[src/sv/sstod_pkg.sv]
`timescale 1ns / 1ps
// ----------------------------------------------------------------------------
// sstod_pkg
// Shared types, codes and helpers for the serial-set time-of-day clock.
// ----------------------------------------------------------------------------
package sstod_pkg;

  localparam int CNT_W   = 7;
  localparam int FRAME_W = 3;
  localparam int DEK_W   = 2;
  localparam int BYTE_W  = 8;
  localparam int GUIDE_W = 3;

  localparam logic CMD_TICK = 1'b0;
  localparam logic CMD_BYTE = 1'b1;

  localparam logic [BYTE_W-1:0] ASCII_ZERO = 8'd48;
  localparam logic [BYTE_W-1:0] ASCII_NINE = 8'd57;

  localparam logic [CNT_W-1:0] SEC_WRAP  = 7'd60;
  localparam logic [CNT_W-1:0] MIN_WRAP  = 7'd60;
  localparam logic [CNT_W-1:0] HOUR_WRAP = 7'd24;

  localparam logic [FRAME_W-1:0] FP_HOUR_TENS  = 3'd0;
  localparam logic [FRAME_W-1:0] FP_HOUR_UNITS = 3'd1;
  localparam logic [FRAME_W-1:0] FP_MIN_TENS   = 3'd2;
  localparam logic [FRAME_W-1:0] FP_MIN_UNITS  = 3'd3;
  localparam logic [FRAME_W-1:0] FP_SEC_TENS   = 3'd4;
  localparam logic [FRAME_W-1:0] FP_SEC_UNITS  = 3'd5;

  localparam logic [DEK_W-1:0] DEK_PH0 = 2'd0;
  localparam logic [DEK_W-1:0] DEK_PH1 = 2'd1;
  localparam logic [DEK_W-1:0] DEK_PH2 = 2'd2;

  typedef struct packed {
    logic [CNT_W-1:0] hour;
    logic [CNT_W-1:0] minute;
    logic [CNT_W-1:0] second;
  } clock_time_t;

  typedef struct packed {
    logic [GUIDE_W-1:0] first;
    logic [GUIDE_W-1:0] second;
  } guide_t;

  typedef struct packed {
    logic [1:0] hour_tens;
    logic [3:0] hour_units;
    logic [2:0] minute_tens;
    logic [3:0] minute_units;
    logic [2:0] second_tens;
    logic [3:0] second_units;
  } digits_t;

  function automatic logic [CNT_W-1:0] mul10(input logic [3:0] d);
    mul10 = {d, 3'b000} + {2'b00, d, 1'b0};
  endfunction

  function automatic guide_t guide_pattern(input logic [DEK_W-1:0] p);
    guide_t g;
    unique case (p)
      DEK_PH0: g = '{first: 3'd4, second: 3'd6};
      DEK_PH1: g = '{first: 3'd2, second: 3'd3};
      DEK_PH2: g = '{first: 3'd1, second: 3'd5};
      default: g = '{first: 3'd0, second: 3'd0};
    endcase
    guide_pattern = g;
  endfunction

endpackage

[src/sv/sstod_time.sv]
`timescale 1ns / 1ps
// ----------------------------------------------------------------------------
// sstod_time
// Time, frame position and dekatron phase registers with their update logic.
// ----------------------------------------------------------------------------
module sstod_time (
  input  logic                             clk,
  input  logic                             rst_n,
  input  logic                             step,
  input  logic                             cmd,
  input  logic [sstod_pkg::BYTE_W-1:0]     rx_byte,
  output sstod_pkg::clock_time_t           time_nxt,
  output sstod_pkg::guide_t                guide
);

  sstod_pkg::clock_time_t             time_r;
  logic [sstod_pkg::FRAME_W-1:0]      frame_r, frame_nxt;
  logic [sstod_pkg::DEK_W-1:0]        dek_r, dek_nxt;

  logic [sstod_pkg::CNT_W-1:0] sec_inc, min_inc, hour_inc;
  logic [sstod_pkg::CNT_W-1:0] d10;
  logic [3:0]                  d;
  logic                        is_digit;
  sstod_pkg::clock_time_t      tick_time, byte_time;

  assign guide = sstod_pkg::guide_pattern(dek_r);

  always_comb begin
    sec_inc  = time_r.second + 7'd1;
    min_inc  = time_r.minute + 7'd1;
    hour_inc = time_r.hour + 7'd1;
    tick_time = time_r;
    if (sec_inc >= sstod_pkg::SEC_WRAP) begin
      tick_time.second = '0;
      if (min_inc >= sstod_pkg::MIN_WRAP) begin
        tick_time.minute = '0;
        tick_time.hour   = (hour_inc >= sstod_pkg::HOUR_WRAP) ? '0 : hour_inc;
      end else begin
        tick_time.minute = min_inc;
      end
    end else begin
      tick_time.second = sec_inc;
    end
  end

  always_comb begin
    d        = 4'(rx_byte - sstod_pkg::ASCII_ZERO);
    d10      = sstod_pkg::mul10(d);
    is_digit = (rx_byte >= sstod_pkg::ASCII_ZERO) && (rx_byte <= sstod_pkg::ASCII_NINE);
    byte_time = time_r;
    if (is_digit) begin
      unique case (frame_r)
        sstod_pkg::FP_HOUR_TENS: begin
          byte_time = '{hour: d10, minute: '0, second: '0};
        end
        sstod_pkg::FP_HOUR_UNITS: begin
          byte_time = '{hour: time_r.hour + {3'b000, d}, minute: '0, second: '0};
        end
        sstod_pkg::FP_MIN_TENS: begin
          byte_time.minute = d10;
          byte_time.second = '0;
        end
        sstod_pkg::FP_MIN_UNITS: begin
          byte_time.minute = time_r.minute + {3'b000, d};
          byte_time.second = '0;
        end
        sstod_pkg::FP_SEC_TENS: begin
          byte_time.second = d10;
        end
        sstod_pkg::FP_SEC_UNITS: begin
          byte_time.second = time_r.second + {3'b000, d};
        end
        default: begin
          byte_time = time_r;
        end
      endcase
    end
  end

  always_comb begin
    time_nxt  = (cmd == sstod_pkg::CMD_TICK) ? tick_time : byte_time;
    frame_nxt = frame_r;
    dek_nxt   = dek_r;
    if (cmd == sstod_pkg::CMD_TICK) begin
      dek_nxt = (dek_r >= sstod_pkg::DEK_PH2) ? sstod_pkg::DEK_PH0 : dek_r + 2'd1;
    end else begin
      frame_nxt = frame_r + 3'd1;
    end
  end

  always_ff @(posedge clk) begin
    if (!rst_n) begin
      time_r  <= '0;
      frame_r <= '0;
      dek_r   <= '0;
    end else if (step) begin
      time_r  <= time_nxt;
      frame_r <= frame_nxt;
      dek_r   <= dek_nxt;
    end
  end

  a_dek_reachable: assert property (@(posedge clk) disable iff (!rst_n)
    dek_r != 2'd3)
    else $error("dekatron phase left its three-phase cycle");

  a_frame_adv: assert property (@(posedge clk) disable iff (!rst_n)
    step && (cmd == sstod_pkg::CMD_BYTE) |=> frame_r == 3'($past(frame_r) + 3'd1))
    else $error("frame position did not advance on a byte");

  a_hold: assert property (@(posedge clk) disable iff (!rst_n)
    !step |=> $stable(time_r) && $stable(frame_r) && $stable(dek_r))
    else $error("state changed without a request");

endmodule

[src/sv/sstod_digits.sv]
`timescale 1ns / 1ps
// ----------------------------------------------------------------------------
// sstod_digits
// Splits the hour, minute and second counts into capped display digits.
// ----------------------------------------------------------------------------
module sstod_digits (
  input  sstod_pkg::clock_time_t tm,
  output sstod_pkg::digits_t     digits
);

  logic [3:0]                  h_t, m_t, s_t;
  logic [sstod_pkg::CNT_W-1:0] h_rem, m_rem, s_rem;

  always_comb begin
    priority if (tm.hour >= 7'd20) h_t = 4'd2;
    else if (tm.hour >= 7'd10)     h_t = 4'd1;
    else                           h_t = 4'd0;

    priority if (tm.minute >= 7'd50) m_t = 4'd5;
    else if (tm.minute >= 7'd40)     m_t = 4'd4;
    else if (tm.minute >= 7'd30)     m_t = 4'd3;
    else if (tm.minute >= 7'd20)     m_t = 4'd2;
    else if (tm.minute >= 7'd10)     m_t = 4'd1;
    else                             m_t = 4'd0;

    priority if (tm.second >= 7'd50) s_t = 4'd5;
    else if (tm.second >= 7'd40)     s_t = 4'd4;
    else if (tm.second >= 7'd30)     s_t = 4'd3;
    else if (tm.second >= 7'd20)     s_t = 4'd2;
    else if (tm.second >= 7'd10)     s_t = 4'd1;
    else                             s_t = 4'd0;

    h_rem = tm.hour - sstod_pkg::mul10(h_t);
    m_rem = tm.minute - sstod_pkg::mul10(m_t);
    s_rem = tm.second - sstod_pkg::mul10(s_t);

    digits.hour_tens    = h_t[1:0];
    digits.hour_units   = h_rem[3:0];
    digits.minute_tens  = m_t[2:0];
    digits.minute_units = m_rem[3:0];
    digits.second_tens  = s_t[2:0];
    digits.second_units = s_rem[3:0];
  end

endmodule

[src/sv/serial_set_time_of_day_clock.sv]
`timescale 1ns / 1ps
// ----------------------------------------------------------------------------
// serial_set_time_of_day_clock
// 24-hour clock set over a serial byte frame, with dekatron guide outputs.
// ----------------------------------------------------------------------------
// An accepted request is held in the input reg, then in the result reg;
// out_valid rises when the result reg is loaded.
// Throughput: one request per cycle, set by the single-pass update, when
// out_ready is high; its stalls back up through the input register only.
// Reset (rst_n low, synchronous): time 00:00:00, frame position 0,
// dekatron phase 0, both pipeline registers empty.
// ----------------------------------------------------------------------------
module serial_set_time_of_day_clock (
  input  logic       clk,
  input  logic       rst_n,
  input  logic       in_valid,
  output logic       in_ready,
  input  logic       in_cmd,
  input  logic [7:0] in_rx_byte,
  output logic       out_valid,
  input  logic       out_ready,
  output logic [1:0] out_hour_tens,
  output logic [3:0] out_hour_units,
  output logic [2:0] out_minute_tens,
  output logic [3:0] out_minute_units,
  output logic [2:0] out_second_tens,
  output logic [3:0] out_second_units,
  output logic       out_echo_valid,
  output logic [7:0] out_echo_byte,
  output logic       out_guide_valid,
  output logic [2:0] out_guide_first,
  output logic [2:0] out_guide_second
);

  logic                             in_valid_r;
  logic                             cmd_r;
  logic [sstod_pkg::BYTE_W-1:0]     byte_r;
  logic                             out_valid_r;
  logic                             adv;
  sstod_pkg::clock_time_t           time_nxt;
  sstod_pkg::guide_t                guide;
  sstod_pkg::digits_t               digits_nxt, digits_r;
  logic                             echo_valid_r, guide_valid_r;
  logic [sstod_pkg::BYTE_W-1:0]     echo_byte_r;
  sstod_pkg::guide_t                guide_r;
  logic                             is_tick;

  assign adv      = in_valid_r && (!out_valid_r || out_ready);
  assign in_ready = !in_valid_r || adv;
  assign is_tick  = (cmd_r == sstod_pkg::CMD_TICK);

  sstod_time u_time (
    .clk      (clk),
    .rst_n    (rst_n),
    .step     (adv),
    .cmd      (cmd_r),
    .rx_byte  (byte_r),
    .time_nxt (time_nxt),
    .guide    (guide)
  );

  sstod_digits u_digits (
    .tm     (time_nxt),
    .digits (digits_nxt)
  );

  always_ff @(posedge clk) begin
    if (!rst_n) begin
      in_valid_r <= 1'b0;
    end else if (in_valid && in_ready) begin
      in_valid_r <= 1'b1;
    end else if (adv) begin
      in_valid_r <= 1'b0;
    end
  end

  always_ff @(posedge clk) begin
    if (in_valid && in_ready) begin
      cmd_r  <= in_cmd;
      byte_r <= in_rx_byte;
    end
  end

  always_ff @(posedge clk) begin
    if (!rst_n) begin
      out_valid_r <= 1'b0;
    end else if (adv) begin
      out_valid_r <= 1'b1;
    end else if (out_ready) begin
      out_valid_r <= 1'b0;
    end
  end

  always_ff @(posedge clk) begin
    if (adv) begin
      digits_r      <= digits_nxt;
      echo_valid_r  <= !is_tick;
      echo_byte_r   <= is_tick ? '0 : byte_r;
      guide_valid_r <= is_tick;
      guide_r       <= is_tick ? guide : '0;
    end
  end

  assign out_valid        = out_valid_r;
  assign out_hour_tens    = digits_r.hour_tens;
  assign out_hour_units   = digits_r.hour_units;
  assign out_minute_tens  = digits_r.minute_tens;
  assign out_minute_units = digits_r.minute_units;
  assign out_second_tens  = digits_r.second_tens;
  assign out_second_units = digits_r.second_units;
  assign out_echo_valid   = echo_valid_r;
  assign out_echo_byte    = echo_byte_r;
  assign out_guide_valid  = guide_valid_r;
  assign out_guide_first  = guide_r.first;
  assign out_guide_second = guide_r.second;

  a_adv_fills_out: assert property (@(posedge clk) disable iff (!rst_n)
    adv |=> out_valid_r && (echo_valid_r != guide_valid_r))
    else $error("result register not loaded after update");

  a_in_held: assert property (@(posedge clk) disable iff (!rst_n)
    in_valid_r && !adv |=> in_valid_r && $stable(cmd_r) && $stable(byte_r))
    else $error("pending request lost while stalled");

  a_out_held: assert property (@(posedge clk) disable iff (!rst_n)
    out_valid_r && !out_ready |=> out_valid_r && $stable(digits_r)
      && $stable(echo_byte_r) && $stable(guide_r))
    else $error("result changed while stalled");

endmodule

[config.mk]
export PLATFORM = sky130hd
export DESIGN_NAME = serial_set_time_of_day_clock
export DESIGN_NICKNAME = d
export VERILOG_FILES = /design/src/sv/sstod_pkg.sv /design/src/sv/sstod_time.sv /design/src/sv/sstod_digits.sv /design/src/sv/serial_set_time_of_day_clock.sv
export SDC_FILE = /design/constraint.sdc
export NUM_CORES = 1
export LEC_CHECK = 0
export BUFFER_PORTS_ARGS = -buffer_cell sky130_fd_sc_hd__buf_4
export CAP_MARGIN = 0
export CELL_PAD_IN_SITES_DETAIL_PLACEMENT = 0
export CELL_PAD_IN_SITES_GLOBAL_PLACEMENT = 1
export CORE_MARGIN = 2
export CORE_UTILIZATION = 35
export DETAILED_ROUTE_END_ITERATION = 8
export GPL_TIMING_DRIVEN = 0
export PLACE_DENSITY = 0.65
export SYNTH_ARGS = -nofsm -noshare
export SYNTH_HDL_FRONTEND = slang
export SYNTH_HIERARCHICAL = 1
export SYNTH_SLANG_ARGS = --single-unit
[constraint.sdc]
create_clock -name clk -period 4.6 [get_ports clk]
set_input_delay 0.92 -clock clk [delete_from_list [all_inputs] [get_ports clk]]
set_output_delay 0.92 -clock clk [all_outputs]
set_load 0.01 [all_outputs]
==> impl.org, run 1 <==
** Die
- Area of the core :: around 15,000 um2
- Measured along the x axis, the die boundary spans 129 um.
- For this configuration, the core starts out at a cell density of 0.358.
- Height of the chip :: around 130 um
- The die covers 16,500 um2.
- In this run the count of I/O pins placed on the die edge is 51.
- Floorplan row count :: 45

** Synth
- Summing every instance area after synthesis gives roughly 5400 um2.
- Yosys attributes the largest share of cell area to edfxtp_1 25%, dfxtp_1 10%, ha_1 9.0%.
- Flip-flop and latch count after synthesis :: between 70 and 80
- Of the post-synthesis cell area, the dominant cell type holds 0.249.
- Cell type contributing the most total cell area after synthesis :: edfxtp_1
- Ys Warns :: 6
- Post-synthesis cell count :: 600
- Fraction of registers with async set or reset after synthesis :: 0
- When the netlist entered floorplanning its net count stood at roughly 660.
- Primary FF master, synth :: edfxtp_1
- Sequential-to-total area share from yosys stat :: 0.352
- In this run, synthesis inferred 45 flip-flops with an integrated enable.
- Mean post-synth cell area :: roughly 9 um2
- Yosys cell types :: between 80 and 90

** Final layout
- Area growth from synthesis to final layout :: 19.0%
- Fill cell count :: roughly 1,500
- Fraction of final layout cells with drive strength greater than 1 :: 0.184
- Net total in the final layout :: between 700 and 800
- Excluding fillers, the count of instances in the completed layout stands at 857.
- Final core area utilization :: 0.426
- The number of antenna diodes in the final layout is 0.
- After routing the design area is 6470 um2.

** Power and ir drop
- Leakage power :: roughly 2.5 nW
- Power per cell area :: about 280 nW/um2
- VDD sags by at most about 0.00019 V.

** Setup path
- Largest stage delay, worst path :: 560 ps
- Worst r2r dst :: out_second_units[3]$_DFFE_PP_
- Worst setup startpoint :: cmd_r$_DFFE_PP_
- The critical path goes through clkbuf_1, buf_2, clkbuf_2, o221ai_1, nand2_1, inv_1, or3_2, a21oi_1, ha_1, nor3b_1, or2_2, a21oi_2, a211oi_2.
- The critical path is of the flop to flop type.
- Startpoint of the most critical register-to-register path :: cmd_r$_DFFE_PP_
- Slack of the worst reg-to-reg path :: 260 ps
- Together, buffers and inverters on the worst path number 4.
- Sort of element at the end of the critical path :: flop
- In this design, the largest share of critical-path delay is due to buffers and inverters.
- The worst setup path is launched from a flop.
- The slowest stage of the critical path belongs to the cell edfxtp_1.
- The worst register-to-register path has a depth of 13.
- Along the worst path, the maximum fanout reaches 10.
- At the worst endpoint, the arrival time is 4440 ps.
- Critical path required time :: between 4000 and 5000 ps

** STA
- For the final database, setup skew stands at about 6 ps.
- Dividing the final minimum period by the clock period gives 0.944.
- For the pin with the worst max-slew slack, the measured transition is 860 ps.
- Final count of pins violating max slew :: 0
- Slew HR :: 0.427
- The number of hold-slack violations in the final timing report is 0.
- Total of endpoints with negative setup slack in the final report :: 0
- RSZ-0062 raised after global routing :: no
- Max Fclk :: between 200 and 250 MHz
- Minimum period implied by the final worst setup slack :: around 4300 ps

** Clock network
- Number of buffers between clock root and the deepest sink :: 2
- For the worst-skew pair, the clock arrives at the later sink with an insertion delay of 350 ps.
- Clock-pin slew was measured on the worst setup and hold paths at 70 ps.
- Count of H-tree levels built during CTS :: 3
- Clock tree synthesis inserted a total of 9 buffers.
- Root Buffer :: clkbuf_16
- TritonCTS built the clock tree.
- The tree built by TritonCTS fans out to between 70 and 80 sinks.

** GRT
- The via count of the first global-routing pass came to ~4,700.
- Initial antenna violation count :: 0
- The first global-routing pass estimated approximately 26 mm of wire.
- Summed over all layers, the global routing overflow is 0.
- Entering global routing, the biggest net connects 24 pins.
- Overall track demand over capacity in global routing :: 0.206

** Placement
- Detailed Place HPWL :: 12.1 mm
- Placed cell count :: ~840
- Routability-driven placement finished with a final weighted congestion of 0.868.
- After detailed placement, the total cell area comes to 6080 um2.
- Buffers placed on the I/O ports in this run total 50.

** Worst hold path
- WHS Endpoint :: u_time/frame_r[1]$_SDFFE_PN0P_
- In this run the worst hold path is classified as flop to flop.
- The startpoint identified for the worst hold timing path is u_time/frame_r[1]$_SDFFE_PN0P_.
- Along the worst hold path, the cell count comes to 2.

** Route
- After detailed routing, the number of remaining DRC violations is 0.
- For this block, the routed nets add up to roughly 17 mm of wire.
- Summing over every cut layer, the via total after detailed routing is around 5,000.
- Routed length per placed instance :: 19.4 um
- Using the TritonRoute via totals, the vias-per-cell ratio works out to between 5 and 6.
- Before antenna repair, the detailed router went through 5 iterations.
- Post-route ant nets :: 0
- First DRT Iteration DRCs :: 460

** Run status
- Run status :: finished clean

** Flow run
- Number of maximum-capacitance violations :: 0
[stage by stage]
step	hold slack (ps)	setup slack (ps)	power (W)	setup TNS [ps]
after global routing	546	2.17	0.00190	0
after CTS	515	29.4	0.00184	0
after global placement	479	-1130	0.00107	-20190
after detailed placement	506	-125	0.00108	-184
final	514	256	0.00183	0
after floorplan	469	482	0.000968	0
[cell type report]
type,instances,area [um2],share of cell area
Multi-Input combinational cell,466,3330,0.515
Sequential cell,73,1910,0.296
Timing Repair Buffer,54,425,0.0658
Tap cell,188,235,0.0364
Clock buffer,9,225,0.0348
Inverter,34,128,0.0197
Buffer,26,125,0.0193
Clock inverter,7,83.8,0.0130
[Yosys cell counts (all sizes together), types with 3 or more instances]
| cell | n |
|---|---|
| nor2 | 39 |
| nand2 | 60 |
| nand3b | 4 |
| and3 | 8 |
| ha | 39 |
| nand4 | 6 |
| or3 | 9 |
| a311oi | 4 |
| xnor2 | 13 |
| inv | 34 |
| xor2 | 11 |
| nor3 | 8 |
| o221ai | 6 |
| dfxtp | 28 |
| nor3b | 3 |
| nand2b | 6 |
| clkbuf | 19 |
| mux2i | 7 |
| o21a | 7 |
| o22ai | 6 |
| buf | 8 |
| nor2b | 12 |
| a211o | 3 |
| and2b | 3 |
| a211oi | 8 |
| o21ai | 40 |
| fa | 4 |
| edfxtp | 45 |
| a31oi | 12 |
| a221oi | 3 |
| a21o | 7 |
| a21boi | 5 |
| o31ai | 5 |
| or4 | 4 |
| o211ai | 13 |
| o2111ai | 3 |
| a21oi | 33 |
| and2 | 9 |
| or2 | 7 |
| nand3 | 23 |
| a22oi | 7 |
[registers in the layout, summed over array words and instances, names as in the netlist, 4 cells and up]
name / cells
byte_r: 8
out_echo_byte: 8
out_hour_units: 4
out_minute_units: 4
out_second_units: 4
u_time/time_r: 21
[repair_timing]
item	CTS	global route
setup endpoints to repair	2	2
pin swaps	0	1
gates resized for setup	3	16
hold buffers	0	0
setup buffers	0	3
[placed cells by master (no fill, tap or decap), types with 10 or more instances in the layout]
cell type	instances
nand3_1	22
o21ai_0	33
xnor2_1	13
nand2_1	59
o211ai_1	13
inv_1	34
xor2_1	11
clkbuf_1	16
buf_4	54
dfxtp_1	28
a21oi_1	28
nor2b_1	11
edfxtp_1	45
a31oi_1	10
nor2_1	35
ha_1	39
[report_power, final]
group / switching [W] / internal [W] / leakage (nW)
logic: 0.000182 / 0.000128 / 1.69
registers: 0.0000269 / 0.000735 / 0.660
clock network: 0.000324 / 0.000431 / 0.149
[metal layers]
metal	wire length [um]	global-route usage	up-vias
li1	-	-	2367
met1	7700	0.279	2428
met2	7590	0.330	168
met3	1060	0.0457	22
met4	316	0.0620	0
met5	0	0	-
[worst min-delay path, cell delays in order (launching register included)]
cell     delay, ps
dfxtp_1        340
nand2_1         70
a21oi_1         60
[worst max-delay path by stage]
stage / to / slack, ps / cells past startpoint
3_3_place_gp: u_time/time_r[12]$_SDFFE_PN0P_ / -1130 / 8
3_5_place_dp: out_second_units[3]$_DFFE_PP_ / -120 / 13
5_1_grt: out_second_units[3]$_DFFE_PP_ / 2 / 13
6_report: out_second_units[3]$_DFFE_PP_ / 260 / 13
4_1_cts: out_minute_units[3]$_DFFE_PP_ / 30 / 14
2_1_floorplan: out_minute_units[3]$_DFFE_PP_ / 480 / 14
[cells by family (layout without fill, tap and decap cells)]
| group | count (synthesis) | after routing | share of synthesized area |
|---|---|---|---|
| AOI/OAI and AO/OA | 184 | 184 | 0.247 |
| buffers and inverters | 61 | 130 | 0.0467 |
| DFF | 73 | 73 | 0.352 |
| and+or+nand+nor | 207 | 207 | 0.197 |
| xor gates and xnor gates | 24 | 24 | 0.0387 |
| adders and majority gates | 43 | 43 | 0.104 |
| muxes | 8 | 8 | 0.0150 |
Power figures use the tool's default switching activity.
==> run 2: changes to the inputs <==
- clock period: 4.6 -> 5.1 ns (I/O delays scaled with it)
==> run 2 against run 1 <==
Effect of this change: non-clock buffer count is 2 lower; clock power decreased by 9.9%; register-to-register slack hardly changed; critical endpoint unchanged; highest routed layer unchanged.
==> impl.org, run 2 (synthesis gave the netlist of run 1 again) <==
** Clock network
- The number of clock sinks is 73 (unchanged).
- Number of buffers between clock root and the deepest sink :: 2 (unchanged)
- The total CTS buffers was 9 (unchanged).
- The post-CTS setup repair buffer count was 0 (unchanged).
- The source-to-sink clock delay at the later pin of the worst-skew pair was 360 ps (was 350 ps).
- The TritonCTS clock tree is built (unchanged).
- The clock-pin slew on the worst setup and hold paths was 70 ps (about the same).
- Count of H-tree levels built during CTS :: 3 (unchanged)
- The post-cts hold buffer count was 0 (unchanged).
- Cts repair resizes :: 0 (was 3)
- Root Buffer :: clkbuf_16 (unchanged)

** Final layout
- The number of flip-flops under the largest register name is 21 (unchanged).
- Finished Layout Cells :: 855 (was 857)
- Antenna cells :: 0 (unchanged)
- Register ranked first by flip-flop count :: u_time/time_r (unchanged)
- Highest-count cells in the layout ignoring fill and taps :: 59 x nand2_1, 51 x buf_4, 45 x edfxtp_1 (was 59 x nand2_1, 54 x buf_4, 45 x edfxtp_1)
- Net total in the final layout :: 718 (was 720)
- Area growth from synthesis to final layout :: 17.6% (was 19.0%)
- Final core area utilization :: 0.420 (was 0.426)
- Fraction of final layout cells with drive strength greater than 1 :: 0.165 (was 0.184)
- The commonest non-fill, non-tap cell in the layout is nand2_1 (unchanged).

** Route
- The overall via count from detail_route is 4,965 (was 4,985).
- First DRT Iteration DRCs :: 419 (was 460)
- DRC violations left :: 0 (unchanged)
- The detailed-route wire length per cell came to 19.3 um (was 19.4 um).
- The routed via count divided by cell count was 5.81 (was 5.82).
- The residual antenna-violating net count after detailed routing came to 0 (unchanged).
- DRT Wirelength :: 16.5 mm (was 16.7 mm)
- The number of optimization iterations in the first detailed-route pass was 5 (unchanged).

** STA
- Actual transition at the worst max-transition pin :: 984 ps (was 860 ps)
- The number of hold-slack violations in the final timing report was 0 (unchanged).
- The worst relative slew slack came to 0.337 (was 0.427).
- Total of endpoints with negative setup slack in the final report :: 0 (unchanged)
- The achievable frequency is 207 MHz (was 230 MHz).
- Post-route clock skew :: 7.84 ps (was 5.85 ps)
- The sum of negative setup slack came to 0 ps (unchanged).
- The count of pins over their slew limit was 0 (unchanged).
- The post-layout worst setup margin is 271 ps (was 256 ps).
- The portion of the clock cycle consumed by the worst path in the final layout was 0.947 (was 0.944).
- The post-route minimum period is 4830 ps (was 4340 ps).
- The final hold slack was 513 ps (was 514 ps).
- RSZ-0062 raised after global routing :: no (unchanged)

** GRT
- Overflow left after global routing :: 0 (unchanged)
- The initial antenna violation count was 0 (unchanged).
- The wire length of the first global-routing pass came to 26.0 mm (unchanged).
- The via count of the first global-routing pass was 4,740 (was 4,737).
- Overall track demand over capacity in global routing :: 0.206 (unchanged)
- Pin count of the biggest net entering global routing :: 24 (unchanged)

** Placement
- The final estimated routing congestion in global placement was 0.868 (unchanged).
- Count of port buffers added during placement :: 50 (unchanged)
- Detailed Place HPWL :: 12.1 mm (unchanged)
- The cell count after placement was 839 (unchanged).
- The placement-stage worst setup slack came to 375 ps (was -125 ps).

** Worst hold path
- Hold path startpoint :: u_time/frame_r[1]$_SDFFE_PN0P_ (unchanged)
- The cell depth of the worst hold path was 2 (unchanged).
- WHS Endpoint :: u_time/frame_r[1]$_SDFFE_PN0P_ (unchanged)
- Type of the tightest min-delay check :: flop to flop (unchanged)

** Setup path
- The worst reg-to-reg path cell count came to 13 (unchanged).
- The origin of the critical flop-to-flop path is cmd_r$_DFFE_PP_ (unchanged).
- The required arrival time at the worst endpoint was 5190 ps (was 4690 ps).
- Worst r2r dst :: out_second_units[3]$_DFFE_PP_ (unchanged)
- Sort of element at the end of the critical path :: flop (unchanged)
- The kind of start point of the critical path is a flop (unchanged).
- Slack of the worst reg-to-reg path :: 270 ps (was 260 ps)
- The peak fanout along the critical path is 10 (unchanged).
- The arrival time at the worst endpoint was 4920 ps (was 4440 ps).
- Startpoint-to-endpoint class of the critical path :: flop to flop (unchanged)

** Die
- The core box area was 15,200 um2 (unchanged).
- The overall die width was 129 um (unchanged).
- Starting density of the core :: 0.358 (unchanged)
- The top-level port count was 51 (unchanged).
- Floorplan row count :: 45 (unchanged)
- The die extent in y came to 129 um (unchanged).
- Area of the die :: 16,500 um2 (unchanged)

** Run status
- Run status: finished clean (unchanged).

** Power and ir drop
- Max IR drop VDD :: 0.000176 V (was 0.000193 V)
- The cell area power density is 257 nW/um2 (was 283 nW/um2).
- The leakage power came to 2.47 nW (was 2.50 nW).

** Flow run
- The max-capacitance violation count was 0 (unchanged).
[run 2: worst max-delay path by stage]
| stage | startpoint | endpoint | slack [ps] | cells past startpoint |
|---|---|---|---|---|
| after floorplan | byte_r[0]$_DFFE_PP_ | out_minute_units[3]$_DFFE_PP_ | 980 | 14 |
| after global placement | out_ready | u_time/time_r[12]$_SDFFE_PN0P_ | -730 | 8 |
| after detailed placement | cmd_r$_DFFE_PP_ | out_second_units[3]$_DFFE_PP_ | 380 | 13 |
| after CTS | cmd_r$_DFFE_PP_ | out_second_units[3]$_DFFE_PP_ | 330 | 13 |
| after global routing | cmd_r$_DFFE_PP_ | out_second_units[3]$_DFFE_PP_ | 3 | 13 |
| final | cmd_r$_DFFE_PP_ | out_second_units[3]$_DFFE_PP_ | 270 | 13 |
[run 2: cell type report]
cell class,instances,area (um2)
tap,188,235
buffer,27,126
clock inverter,7,83.8
fill,1506,8810
inverter,34,128
multi-input combinational,466,3280
sequential,73,1910
timing repair buffer,51,403
clock buffer,9,225
[run 2: power breakdown]
group	leakage, nW	total [W]	switching (W)	internal [W]
registers	0.660	0.000686	0.0000232	0.000663
clock network	0.149	0.000680	0.000291	0.000389
logic	1.66	0.000277	0.000163	0.000113
[run 2: worst max-delay path, cell delays in order, from the launching register on]
cell and delay (ps):
edfxtp_1 550, clkbuf_1 520, buf_1 570, clkbuf_1 550, o221ai_1 310, nand2_1 260
inv_1 110, or3_2 470, a21oi_1 250, ha_1 300, nor3b_1 170, or2_2 290
a21oi_2 160, a211oi_2 60
[run 2: metal layers]
| layer | wire, um | track usage |
|---|---|---|
| met5 | 0 | 0 |
| met4 | 303 | 0.0639 |
| met3 | 1090 | 0.0457 |
| met2 | 7540 | 0.329 |
| met1 | 7610 | 0.279 |
[run 2: per-stage QoR]
stage               power, W  instance area, um2
floorplan           0.000873                5440
global placement    0.000968                6050
detailed placement  0.000973                6080
CTS                  0.00166                6390
global route         0.00171                6390
finish               0.00164                6390
